===== src/ppa_pkg.sv =====
// Shared widths, constants, datapath operation codes and the
// controller/datapath interface structs. No dependencies.
`default_nettype none

package ppa_pkg;

    localparam int unsigned COORD_W     = 24;
    localparam int unsigned DIFF_W      = 25;
    localparam int unsigned PROD_W      = 50;
    localparam int unsigned RAD_W       = 52;
    localparam int unsigned ROOT_W      = 26;
    localparam int unsigned REM_W       = 27;
    localparam int unsigned LEN_W       = 40;
    localparam int unsigned CROSS_W     = 59;
    localparam int unsigned AREA_W      = 58;
    localparam int unsigned CNT_W       = 11;
    localparam int unsigned MAX_NODES   = 1024;
    localparam int unsigned SQRT_STEPS  = 26;
    localparam int unsigned SQRT_CNT_W  = 5;

    localparam int unsigned IN_TDATA_W  = 72;
    localparam int unsigned OUT_TDATA_W = 112;
    localparam int unsigned TOTAL_LSB   = LEN_W + AREA_W;

    localparam logic signed [CROSS_W:0] CROSS_LIM     = {2'b00, {AREA_W{1'b1}}};
    localparam logic signed [CROSS_W:0] CROSS_NEG_LIM = -CROSS_LIM;

    localparam logic [3:0] OP_IDLE   = 4'd0;
    localparam logic [3:0] OP_LOAD   = 4'd1;
    localparam logic [3:0] OP_DIFF   = 4'd2;
    localparam logic [3:0] OP_MUL_X  = 4'd3;
    localparam logic [3:0] OP_MUL_Y  = 4'd4;
    localparam logic [3:0] OP_MUL_Z  = 4'd5;
    localparam logic [3:0] OP_MUL_C1 = 4'd6;
    localparam logic [3:0] OP_MUL_C2 = 4'd7;
    localparam logic [3:0] OP_CROSS  = 4'd8;
    localparam logic [3:0] OP_SQRT   = 4'd9;
    localparam logic [3:0] OP_LEN    = 4'd10;
    localparam logic [3:0] OP_UPDATE = 4'd11;
    localparam logic [3:0] OP_RESULT = 4'd12;

    typedef struct packed {
        logic [3:0] op;
        logic       close;
    } ppa_cmd_t;

    typedef struct packed {
        logic count_zero;
        logic last;
        logic close_ok;
        logic out_full;
    } ppa_status_t;

endpackage

`default_nettype wire


===== src/ppa_dp.sv =====
// Datapath: node registers, shared multiplier, digit-recurrence square root,
// saturating accumulators and the result register. Depends on ppa_pkg.
`default_nettype none

module ppa_dp
    import ppa_pkg::*;
(
    input  wire logic                   clk,
    input  wire logic                   rst_n,
    input  wire logic                   cfg_we,
    input  wire logic                   cfg_data,
    input  wire logic [IN_TDATA_W-1:0]  s_axis_tdata,
    input  wire logic                   s_axis_tlast,
    input  wire ppa_cmd_t               cmd,
    output ppa_status_t                 status,
    output logic                        m_axis_tvalid,
    input  wire logic                   m_axis_tready,
    output logic [OUT_TDATA_W-1:0]      m_axis_tdata,
    output logic                        m_axis_tuser
);

    logic                        closed_loop_reg;
    logic signed [COORD_W-1:0]   cur_x_reg, cur_y_reg, cur_z_reg;
    logic                        cur_last_reg;
    logic signed [COORD_W-1:0]   first_x_reg, first_y_reg, first_z_reg;
    logic signed [COORD_W-1:0]   prev_x_reg, prev_y_reg, prev_z_reg;
    logic signed [DIFF_W-1:0]    dx_reg, dy_reg, dz_reg;
    logic signed [PROD_W-1:0]    prod_reg;
    logic signed [PROD_W-1:0]    cross_a_reg;
    logic [PROD_W-1:0]           sq_sum_reg;
    logic [RAD_W-1:0]            rad_reg;
    logic [REM_W-1:0]            rem_reg;
    logic [ROOT_W-1:0]           root_reg;
    logic [LEN_W-1:0]            length_sum_reg;
    logic signed [CROSS_W-1:0]   cross_sum_reg;
    logic [CNT_W-1:0]            node_count_reg;
    logic                        saturated_reg;
    logic                        out_valid_reg;
    logic [LEN_W-1:0]            perimeter_reg;
    logic [AREA_W-1:0]           area_reg;
    logic [CNT_W-1:0]            total_reg;
    logic                        ovf_reg;

    logic signed [COORD_W-1:0]   tgt_x, tgt_y, tgt_z;
    logic signed [DIFF_W-1:0]    mul_a, mul_b;
    logic signed [PROD_W-1:0]    mul_p;
    logic signed [PROD_W-1:0]    cross_term;
    logic signed [CROSS_W:0]     cross_wide;
    logic signed [CROSS_W-1:0]   cross_sum_next;
    logic                        cross_sat;
    logic [REM_W+1:0]            rem_try;
    logic [REM_W+1:0]            trial;
    logic [REM_W+1:0]            rem_diff;
    logic                        root_bit;
    logic [ROOT_W:0]             root_inc;
    logic [LEN_W:0]              len_wide;
    logic [LEN_W-1:0]            length_sum_next;
    logic signed [CROSS_W-1:0]   cross_abs;
    logic [AREA_W-1:0]           area_val;

    assign tgt_x = cmd.close ? first_x_reg : cur_x_reg;
    assign tgt_y = cmd.close ? first_y_reg : cur_y_reg;
    assign tgt_z = cmd.close ? first_z_reg : cur_z_reg;

    always_comb
    begin
        unique case (cmd.op)
            OP_MUL_Y:
            begin
                mul_a = dy_reg;
                mul_b = dy_reg;
            end
            OP_MUL_Z:
            begin
                mul_a = dz_reg;
                mul_b = dz_reg;
            end
            OP_MUL_C1:
            begin
                mul_a = DIFF_W'(prev_x_reg);
                mul_b = DIFF_W'(tgt_y);
            end
            OP_MUL_C2:
            begin
                mul_a = DIFF_W'(tgt_x);
                mul_b = DIFF_W'(prev_y_reg);
            end
            default:
            begin
                mul_a = dx_reg;
                mul_b = dx_reg;
            end
        endcase
    end

    assign mul_p = PROD_W'(mul_a) * PROD_W'(mul_b);

    assign cross_term = cross_a_reg - prod_reg;
    assign cross_wide = (CROSS_W + 1)'(cross_sum_reg) + (CROSS_W + 1)'(cross_term);

    always_comb
    begin
        cross_sat = 1'b0;
        cross_sum_next = CROSS_W'(cross_wide);
        if (cross_wide > CROSS_LIM)
        begin
            cross_sum_next = CROSS_W'(CROSS_LIM);
            cross_sat = 1'b1;
        end
        else if (cross_wide < CROSS_NEG_LIM)
        begin
            cross_sum_next = CROSS_W'(CROSS_NEG_LIM);
            cross_sat = 1'b1;
        end
    end

    assign rem_try  = {rem_reg, rad_reg[RAD_W-1 -: 2]};
    assign trial    = {1'b0, root_reg, 2'b01};
    assign root_bit = (rem_try >= trial);
    assign rem_diff = rem_try - trial;

    assign root_inc        = {1'b0, root_reg} + (ROOT_W + 1)'(1);
    assign len_wide        = (LEN_W + 1)'(length_sum_reg) + (LEN_W + 1)'(root_inc[ROOT_W:1]);
    assign length_sum_next = len_wide[LEN_W] ? {LEN_W{1'b1}} : len_wide[LEN_W-1:0];

    assign cross_abs = cross_sum_reg[CROSS_W-1] ? -cross_sum_reg : cross_sum_reg;
    assign area_val  = status.close_ok ? cross_abs[AREA_W-1:0] : '0;

    assign status.count_zero = (node_count_reg == '0);
    assign status.last       = cur_last_reg;
    assign status.close_ok   = closed_loop_reg && (node_count_reg > CNT_W'(2));
    assign status.out_full   = out_valid_reg;

    always_ff @(posedge clk or negedge rst_n)
    begin
        if (!rst_n)
        begin
            closed_loop_reg <= 1'b0;
        end
        else if (cfg_we)
        begin
            closed_loop_reg <= cfg_data;
        end
    end

    // Working registers and result payload
    always_ff @(posedge clk)
    begin
        unique case (cmd.op)
            OP_LOAD:
            begin
                cur_x_reg    <= s_axis_tdata[COORD_W-1:0];
                cur_y_reg    <= s_axis_tdata[2*COORD_W-1:COORD_W];
                cur_z_reg    <= s_axis_tdata[3*COORD_W-1:2*COORD_W];
                cur_last_reg <= s_axis_tlast;
            end
            OP_DIFF:
            begin
                dx_reg <= DIFF_W'(tgt_x) - DIFF_W'(prev_x_reg);
                dy_reg <= DIFF_W'(tgt_y) - DIFF_W'(prev_y_reg);
                dz_reg <= DIFF_W'(tgt_z) - DIFF_W'(prev_z_reg);
            end
            OP_MUL_X:
            begin
                prod_reg <= mul_p;
            end
            OP_MUL_Y:
            begin
                sq_sum_reg <= prod_reg;
                prod_reg   <= mul_p;
            end
            OP_MUL_Z:
            begin
                sq_sum_reg <= sq_sum_reg + prod_reg;
                prod_reg   <= mul_p;
            end
            OP_MUL_C1:
            begin
                sq_sum_reg <= sq_sum_reg + prod_reg;
                prod_reg   <= mul_p;
            end
            OP_MUL_C2:
            begin
                cross_a_reg <= prod_reg;
                prod_reg    <= mul_p;
                rad_reg     <= {sq_sum_reg, 2'b00};
                rem_reg     <= '0;
                root_reg    <= '0;
            end
            OP_SQRT:
            begin
                rad_reg  <= {rad_reg[RAD_W-3:0], 2'b00};
                rem_reg  <= root_bit ? rem_diff[REM_W-1:0] : rem_try[REM_W-1:0];
                root_reg <= {root_reg[ROOT_W-2:0], root_bit};
            end
            OP_RESULT:
            begin
                perimeter_reg <= length_sum_reg;
                area_reg      <= area_val;
                total_reg     <= node_count_reg;
                ovf_reg       <= saturated_reg;
            end
            default:
            begin
            end
        endcase
    end

    // Contour state
    always_ff @(posedge clk or negedge rst_n)
    begin
        if (!rst_n)
        begin
            first_x_reg    <= '0;
            first_y_reg    <= '0;
            first_z_reg    <= '0;
            prev_x_reg     <= '0;
            prev_y_reg     <= '0;
            prev_z_reg     <= '0;
            length_sum_reg <= '0;
            cross_sum_reg  <= '0;
            node_count_reg <= '0;
            saturated_reg  <= 1'b0;
        end
        else
        begin
            unique case (cmd.op)
                OP_CROSS:
                begin
                    cross_sum_reg <= cross_sum_next;
                    if (cross_sat)
                    begin
                        saturated_reg <= 1'b1;
                    end
                end
                OP_LEN:
                begin
                    length_sum_reg <= length_sum_next;
                    if (len_wide[LEN_W])
                    begin
                        saturated_reg <= 1'b1;
                    end
                end
                OP_UPDATE:
                begin
                    if (node_count_reg == '0)
                    begin
                        first_x_reg <= cur_x_reg;
                        first_y_reg <= cur_y_reg;
                        first_z_reg <= cur_z_reg;
                    end
                    prev_x_reg <= cur_x_reg;
                    prev_y_reg <= cur_y_reg;
                    prev_z_reg <= cur_z_reg;
                    if (node_count_reg < CNT_W'(MAX_NODES))
                    begin
                        node_count_reg <= node_count_reg + CNT_W'(1);
                    end
                    else
                    begin
                        saturated_reg <= 1'b1;
                    end
                end
                OP_RESULT:
                begin
                    first_x_reg    <= '0;
                    first_y_reg    <= '0;
                    first_z_reg    <= '0;
                    prev_x_reg     <= '0;
                    prev_y_reg     <= '0;
                    prev_z_reg     <= '0;
                    length_sum_reg <= '0;
                    cross_sum_reg  <= '0;
                    node_count_reg <= '0;
                    saturated_reg  <= 1'b0;
                end
                default:
                begin
                end
            endcase
        end
    end

    always_ff @(posedge clk or negedge rst_n)
    begin
        if (!rst_n)
        begin
            out_valid_reg <= 1'b0;
        end
        else if (cmd.op == OP_RESULT)
        begin
            out_valid_reg <= 1'b1;
        end
        else if (m_axis_tready)
        begin
            out_valid_reg <= 1'b0;
        end
    end

    assign m_axis_tvalid = out_valid_reg;
    assign m_axis_tdata  = {3'b000, total_reg, area_reg, perimeter_reg};
    assign m_axis_tuser  = ovf_reg;

endmodule

`default_nettype wire


===== src/ppa_ctrl.sv =====
// Controller: sequences one node through difference, multiply, root and
// accumulate steps, then the closing segment and the result. Depends on ppa_pkg.
`default_nettype none

module ppa_ctrl
    import ppa_pkg::*;
(
    input  wire logic        clk,
    input  wire logic        rst_n,
    input  wire logic        s_axis_tvalid,
    output logic             s_axis_tready,
    input  wire ppa_status_t status,
    output ppa_cmd_t         cmd
);

    localparam logic [3:0] S_IDLE   = 4'd0;
    localparam logic [3:0] S_DIFF   = 4'd1;
    localparam logic [3:0] S_MUL_X  = 4'd2;
    localparam logic [3:0] S_MUL_Y  = 4'd3;
    localparam logic [3:0] S_MUL_Z  = 4'd4;
    localparam logic [3:0] S_MUL_C1 = 4'd5;
    localparam logic [3:0] S_MUL_C2 = 4'd6;
    localparam logic [3:0] S_CROSS  = 4'd7;
    localparam logic [3:0] S_SQRT   = 4'd8;
    localparam logic [3:0] S_LEN    = 4'd9;
    localparam logic [3:0] S_UPDATE = 4'd10;
    localparam logic [3:0] S_DECIDE = 4'd11;
    localparam logic [3:0] S_RESULT = 4'd12;

    logic [3:0]            state_reg, state_next;
    logic                  close_reg, close_next;
    logic [SQRT_CNT_W-1:0] step_reg, step_next;

    always_ff @(posedge clk or negedge rst_n)
    begin
        if (!rst_n)
        begin
            state_reg <= S_IDLE;
            close_reg <= 1'b0;
            step_reg  <= '0;
        end
        else
        begin
            state_reg <= state_next;
            close_reg <= close_next;
            step_reg  <= step_next;
        end
    end

    always_comb
    begin
        state_next = state_reg;
        close_next = close_reg;
        step_next  = step_reg;
        cmd.op     = OP_IDLE;
        cmd.close  = close_reg;
        unique case (state_reg)
            S_IDLE:
            begin
                if (s_axis_tvalid)
                begin
                    cmd.op     = OP_LOAD;
                    state_next = status.count_zero ? S_UPDATE : S_DIFF;
                end
            end
            S_DIFF:
            begin
                cmd.op     = OP_DIFF;
                state_next = S_MUL_X;
            end
            S_MUL_X:
            begin
                cmd.op     = OP_MUL_X;
                state_next = S_MUL_Y;
            end
            S_MUL_Y:
            begin
                cmd.op     = OP_MUL_Y;
                state_next = S_MUL_Z;
            end
            S_MUL_Z:
            begin
                cmd.op     = OP_MUL_Z;
                state_next = S_MUL_C1;
            end
            S_MUL_C1:
            begin
                cmd.op     = OP_MUL_C1;
                state_next = S_MUL_C2;
            end
            S_MUL_C2:
            begin
                cmd.op     = OP_MUL_C2;
                state_next = S_CROSS;
            end
            S_CROSS:
            begin
                cmd.op     = OP_CROSS;
                step_next  = '0;
                state_next = S_SQRT;
            end
            S_SQRT:
            begin
                cmd.op = OP_SQRT;
                if (step_reg == SQRT_CNT_W'(SQRT_STEPS - 1))
                begin
                    state_next = S_LEN;
                end
                else
                begin
                    step_next = step_reg + SQRT_CNT_W'(1);
                end
            end
            S_LEN:
            begin
                cmd.op     = OP_LEN;
                state_next = close_reg ? S_RESULT : S_UPDATE;
            end
            S_UPDATE:
            begin
                cmd.op     = OP_UPDATE;
                state_next = status.last ? S_DECIDE : S_IDLE;
            end
            S_DECIDE:
            begin
                if (status.close_ok)
                begin
                    close_next = 1'b1;
                    state_next = S_DIFF;
                end
                else
                begin
                    state_next = S_RESULT;
                end
            end
            S_RESULT:
            begin
                if (!status.out_full)
                begin
                    cmd.op     = OP_RESULT;
                    close_next = 1'b0;
                    state_next = S_IDLE;
                end
            end
            default:
            begin
                state_next = S_IDLE;
            end
        endcase
    end

    assign s_axis_tready = (state_reg == S_IDLE);

endmodule

`default_nettype wire


===== src/polygon_perimeter_area.sv =====
// Polygon perimeter and shoelace area. A node beat is worked to the end before
// the next is taken; a contour's first node has no segment. The 26-step square
// root of each segment dominates. A last node adds the closing segment. Results
// go out when the output is free; nodes are taken while a result waits there.
// rst_n clears the contour, the closed_loop register and the output valid.
`default_nettype none

module polygon_perimeter_area
    import ppa_pkg::*;
(
    input  wire logic                   clk,
    input  wire logic                   rst_n,
    input  wire logic                   cfg_we,
    input  wire logic                   cfg_data,       // closed_loop
    input  wire logic                   s_axis_tvalid,
    output logic                        s_axis_tready,
    input  wire logic [IN_TDATA_W-1:0]  s_axis_tdata,   // x_coord, y_coord, z_coord
    input  wire logic                   s_axis_tlast,   // last_node
    output logic                        m_axis_tvalid,
    input  wire logic                   m_axis_tready,
    output logic [OUT_TDATA_W-1:0]      m_axis_tdata,   // perimeter, area, node_total, pad
    output logic                        m_axis_tuser    // overflow
);

    ppa_cmd_t    cmd;
    ppa_status_t status;

    ppa_ctrl u_ctrl (
        .clk           (clk),
        .rst_n         (rst_n),
        .s_axis_tvalid (s_axis_tvalid),
        .s_axis_tready (s_axis_tready),
        .status        (status),
        .cmd           (cmd)
    );

    ppa_dp u_dp (
        .clk           (clk),
        .rst_n         (rst_n),
        .cfg_we        (cfg_we),
        .cfg_data      (cfg_data),
        .s_axis_tdata  (s_axis_tdata),
        .s_axis_tlast  (s_axis_tlast),
        .cmd           (cmd),
        .status        (status),
        .m_axis_tvalid (m_axis_tvalid),
        .m_axis_tready (m_axis_tready),
        .m_axis_tdata  (m_axis_tdata),
        .m_axis_tuser  (m_axis_tuser)
    );

endmodule

`default_nettype wire


===== config.mk =====
export PLATFORM = sky130hd
export DESIGN_NAME = polygon_perimeter_area
export DESIGN_NICKNAME = d
export VERILOG_FILES = /design/src/ppa_pkg.sv /design/src/ppa_dp.sv /design/src/ppa_ctrl.sv /design/src/polygon_perimeter_area.sv
export SDC_FILE = /design/constraint.sdc
export NUM_CORES = 2
export LEC_CHECK = 0
export BUFFER_PORTS_ARGS = -buffer_cell sky130_fd_sc_hd__buf_2
export CORE_MARGIN = 4
export CORE_UTILIZATION = 50
export DETAILED_ROUTE_END_ITERATION = 6
export GPL_ROUTABILITY_DRIVEN = 0
export HOLD_SLACK_MARGIN = 0.15
export PLACE_DENSITY_LB_ADDON = 0.3
export SYNTH_ARGS = -nofsm -noshare
export SYNTH_HDL_FRONTEND = slang
export SYNTH_SLANG_ARGS = --single-unit

===== constraint.sdc =====
create_clock -name clk -period 10.95 [get_ports clk]
set_input_delay 2.19 -clock clk [delete_from_list [all_inputs] [get_ports clk]]
set_output_delay 2.19 -clock clk [all_outputs]
set_load 0.05 [all_outputs]

==> flow_summary_export.csv <==
group,metric,value,unit
run_status,status,"finished, final reports clean",
clocking,cts_resized,0,
detailed_routing,dr.pass1.iters,6,
critical_path,cp.required,11400,ps
layout,n_antenna_cell,0,
synth,syn_area,68200,µm²
flow_run,drv_cap,0,
critical_path,critical_path.top_delay_family,"adder cells",
layout,drive_gt1_frac,0.102,
clocking,cts.htree.levels,3,
layout,largest_reg_flops,59,
critical_path,arrival,11010,ps
synth,synth_area_per_cell,9.44,µm²
clocking,postCtsSetupBuffers,0,
critical_path,cp_slowest_cell,"fa_1",
floorplan,fp.dieArea,142000,µm²
detailed_routing,wire_per_inst,18.6,µm
layout,final_common_cell,"nand2_1",
synth,synth_cell_type_count,84,
critical_path,crit_top_cell,"fa_1",
floorplan,die_y,377,µm
detailed_routing,drtIter0Drc,3686,
detailed_routing,vias_per_cell,5.59,
synth,netlist_instances,7229,
sta,period_needed,10560,ps
clocking,insertion_delay,710,ps
synth,synth-seq-cells,778,
global_routing,grt_use_total,0.247,
critical_path,path_max_fanout,20,
sta,slew_violations,0,
floorplan,initial_core_util,0.504,
place,place_hpwl,138000,µm
clocking,cts_tree,"yes",
sta,tightest_slew,1170,ps
synth,synth_top_cells_by_area,"edfxtp_1, fa_1, dfrtp_1, ha_1, nand2_1",
sta,hold_viol_final,0,
global_routing,grt_pass1_vias,53200,
global_routing,grt_remaining_overflow,0,
floorplan,die-width,377,µm
synth,synth-edff-count,511,
place,portBuffers,190,
critical_path,cp-end-kind,"flop",
floorplan,ioPinCount,194,
critical_path,slowest_delay,580,ps
sta,min_period_over_period,0.964,
sta,fin_worst_skew,64.1,ps
clocking,cts_sinks,778,
detailed_routing,num_vias,52300,
critical_path,cp.buffers_inverters,7,
floorplan,num_rows,135,
synth,ys_seq_area_frac,0.323,
sta,setup_viol,0,
sta,whs,484,ps
global_routing,grt_pass1_wl,283000,µm
layout,mostFrequentLayoutCells,"nand2_1, inv_1, nor2_1",
critical_path,critPathLaunchType,"primary input",
clocking,cts_buffer_depth,3,
critical_path,path_class,"primary input to flop",
clocking,cts-root-buf,"clkbuf_16",
global_routing,antenna_found_initial,0,
synth,yosys_warnings,0,
layout,area_delta_synth_final,11.0,%
sta,max_freq,0.0947,GHz
synth,synth_top_cell_area_share,0.225,
synth,synthArstFlopShare,0.343,
global_routing,grt_start_max_net_pins,192,
sta,max_slew_margin,0.215,
floorplan,coreArea,135000,µm²
clocking,ctsHoldBuffers,0,
layout,final_nets,8689,
worst_hold_path,hold_path.class,"flop to flop",
synth,synth_flop_cell,"edfxtp_1",
detailed_routing,drc,0,
sta,rsz0062_at_grt,"no",
detailed_routing,antenna_left,0,
clocking,cts_buffers,85,
clocking,clk_pin_slew,60,ps
synth,yosys.area.top_type,"edfxtp_1",
detailed_routing,routed_wl,175000,µm
layout,fillers,11800,
## synthesized netlist by cell type, types with 46 or more instances
master / number
xnor2_1: 221
dfrtp_1: 267
a221o_1: 63
nand2_1: 1031
edfxtp_1: 511
o21ai_0: 272
a21oi_1: 435
nor2b_1: 75
nor2_1: 690
mux2_2: 70
a221oi_1: 46
xor2_1: 149
a21o_1: 158
clkbuf_1: 282
ha_1: 430
nand2b_1: 62
nor3_1: 90
fa_1: 665
nand3_1: 151
inv_1: 928
and3_1: 49
## per-stage QoR
step	instance area (µm²)	setup TNS [ps]	worst slack, ps	std cells	util
2_1_floorplan	68200	0	64.1	7231	-
5_1_grt	75700	0	35.2	9369	0.559
6_report	75700	0	392	9369	0.559
3_5_place_dp	72800	-2510	-417	9209	0.537
4_1_cts	75700	0	383	9369	0.559
3_3_place_gp	72800	-876	-231	9209	0.537
## cell families after synthesis
kind of cell	Yosys count	share of synthesized area
multiplexers	81	0.0132
flip-flops	778	0.323
AO/OA/AOI/OAI	1340	0.126
adder cells (fa/ha/maj)	1095	0.274
other	1	0.0000550
buffers and inverters	1220	0.0673
XOR/XNOR	370	0.0475
AND/OR/NAND/NOR	2344	0.149
## area by class of cell
type	count	area (µm²)	share of cell area
clock buffers	120	2400	0.0317
clock inverters	40	534	0.00705
inverters	929	3490	0.0461
multi-input cells	5233	41800	0.552
flip-flops and latches	778	22000	0.291
well taps	1781	2230	0.0294
repair buffers	488	3220	0.0426
## metal layers
metal | track usage | part of all wire | up-vias
li1 | - | - | 24700
met1 | 0.327 | 0.42 | 25400
met2 | 0.405 | 0.46 | 1745
met3 | 0.0407 | 0.066 | 442
met4 | 0.108 | 0.050 | 0
met5 | 0 | 0 | -
## worst paths after layout
| kind | start | end | slack [ps] | cells after the start |
|---|---|---|---|---|
| max | s_axis_tvalid | u_dp.prod_reg[46] | 390 | 34 |
| min | u_dp.length_sum_reg[8] | u_dp.perimeter_reg[8] | 480 | 0 |
| max reg2reg | u_ctrl.state_reg[0] | u_dp.prod_reg[46] | 740 | 34 |
| min reg2reg | u_dp.length_sum_reg[8] | u_dp.perimeter_reg[8] | 480 | 0 |
| max in group asynchronous | rst_n | u_dp.cross_sum_reg[33] | 7450 | 3 |
| min in group asynchronous | rst_n | u_dp.first_z_reg[9] | 1480 | 1 |
## worst reg2reg max path, delay by kind of cell (launching register included)
kind	cells	cell delay [ps]
xor gates and xnor gates	2	380
AOI/OAI and AO/OA	10	2460
DFF	1	690
adders and majority gates	8	4000
and+or+nand+nor	8	1840
buffers and inverters	6	590
Power is left out: the tool's default activity adds up to more than one toggle a clock period on the data nets, which glitch-free logic cannot reach.
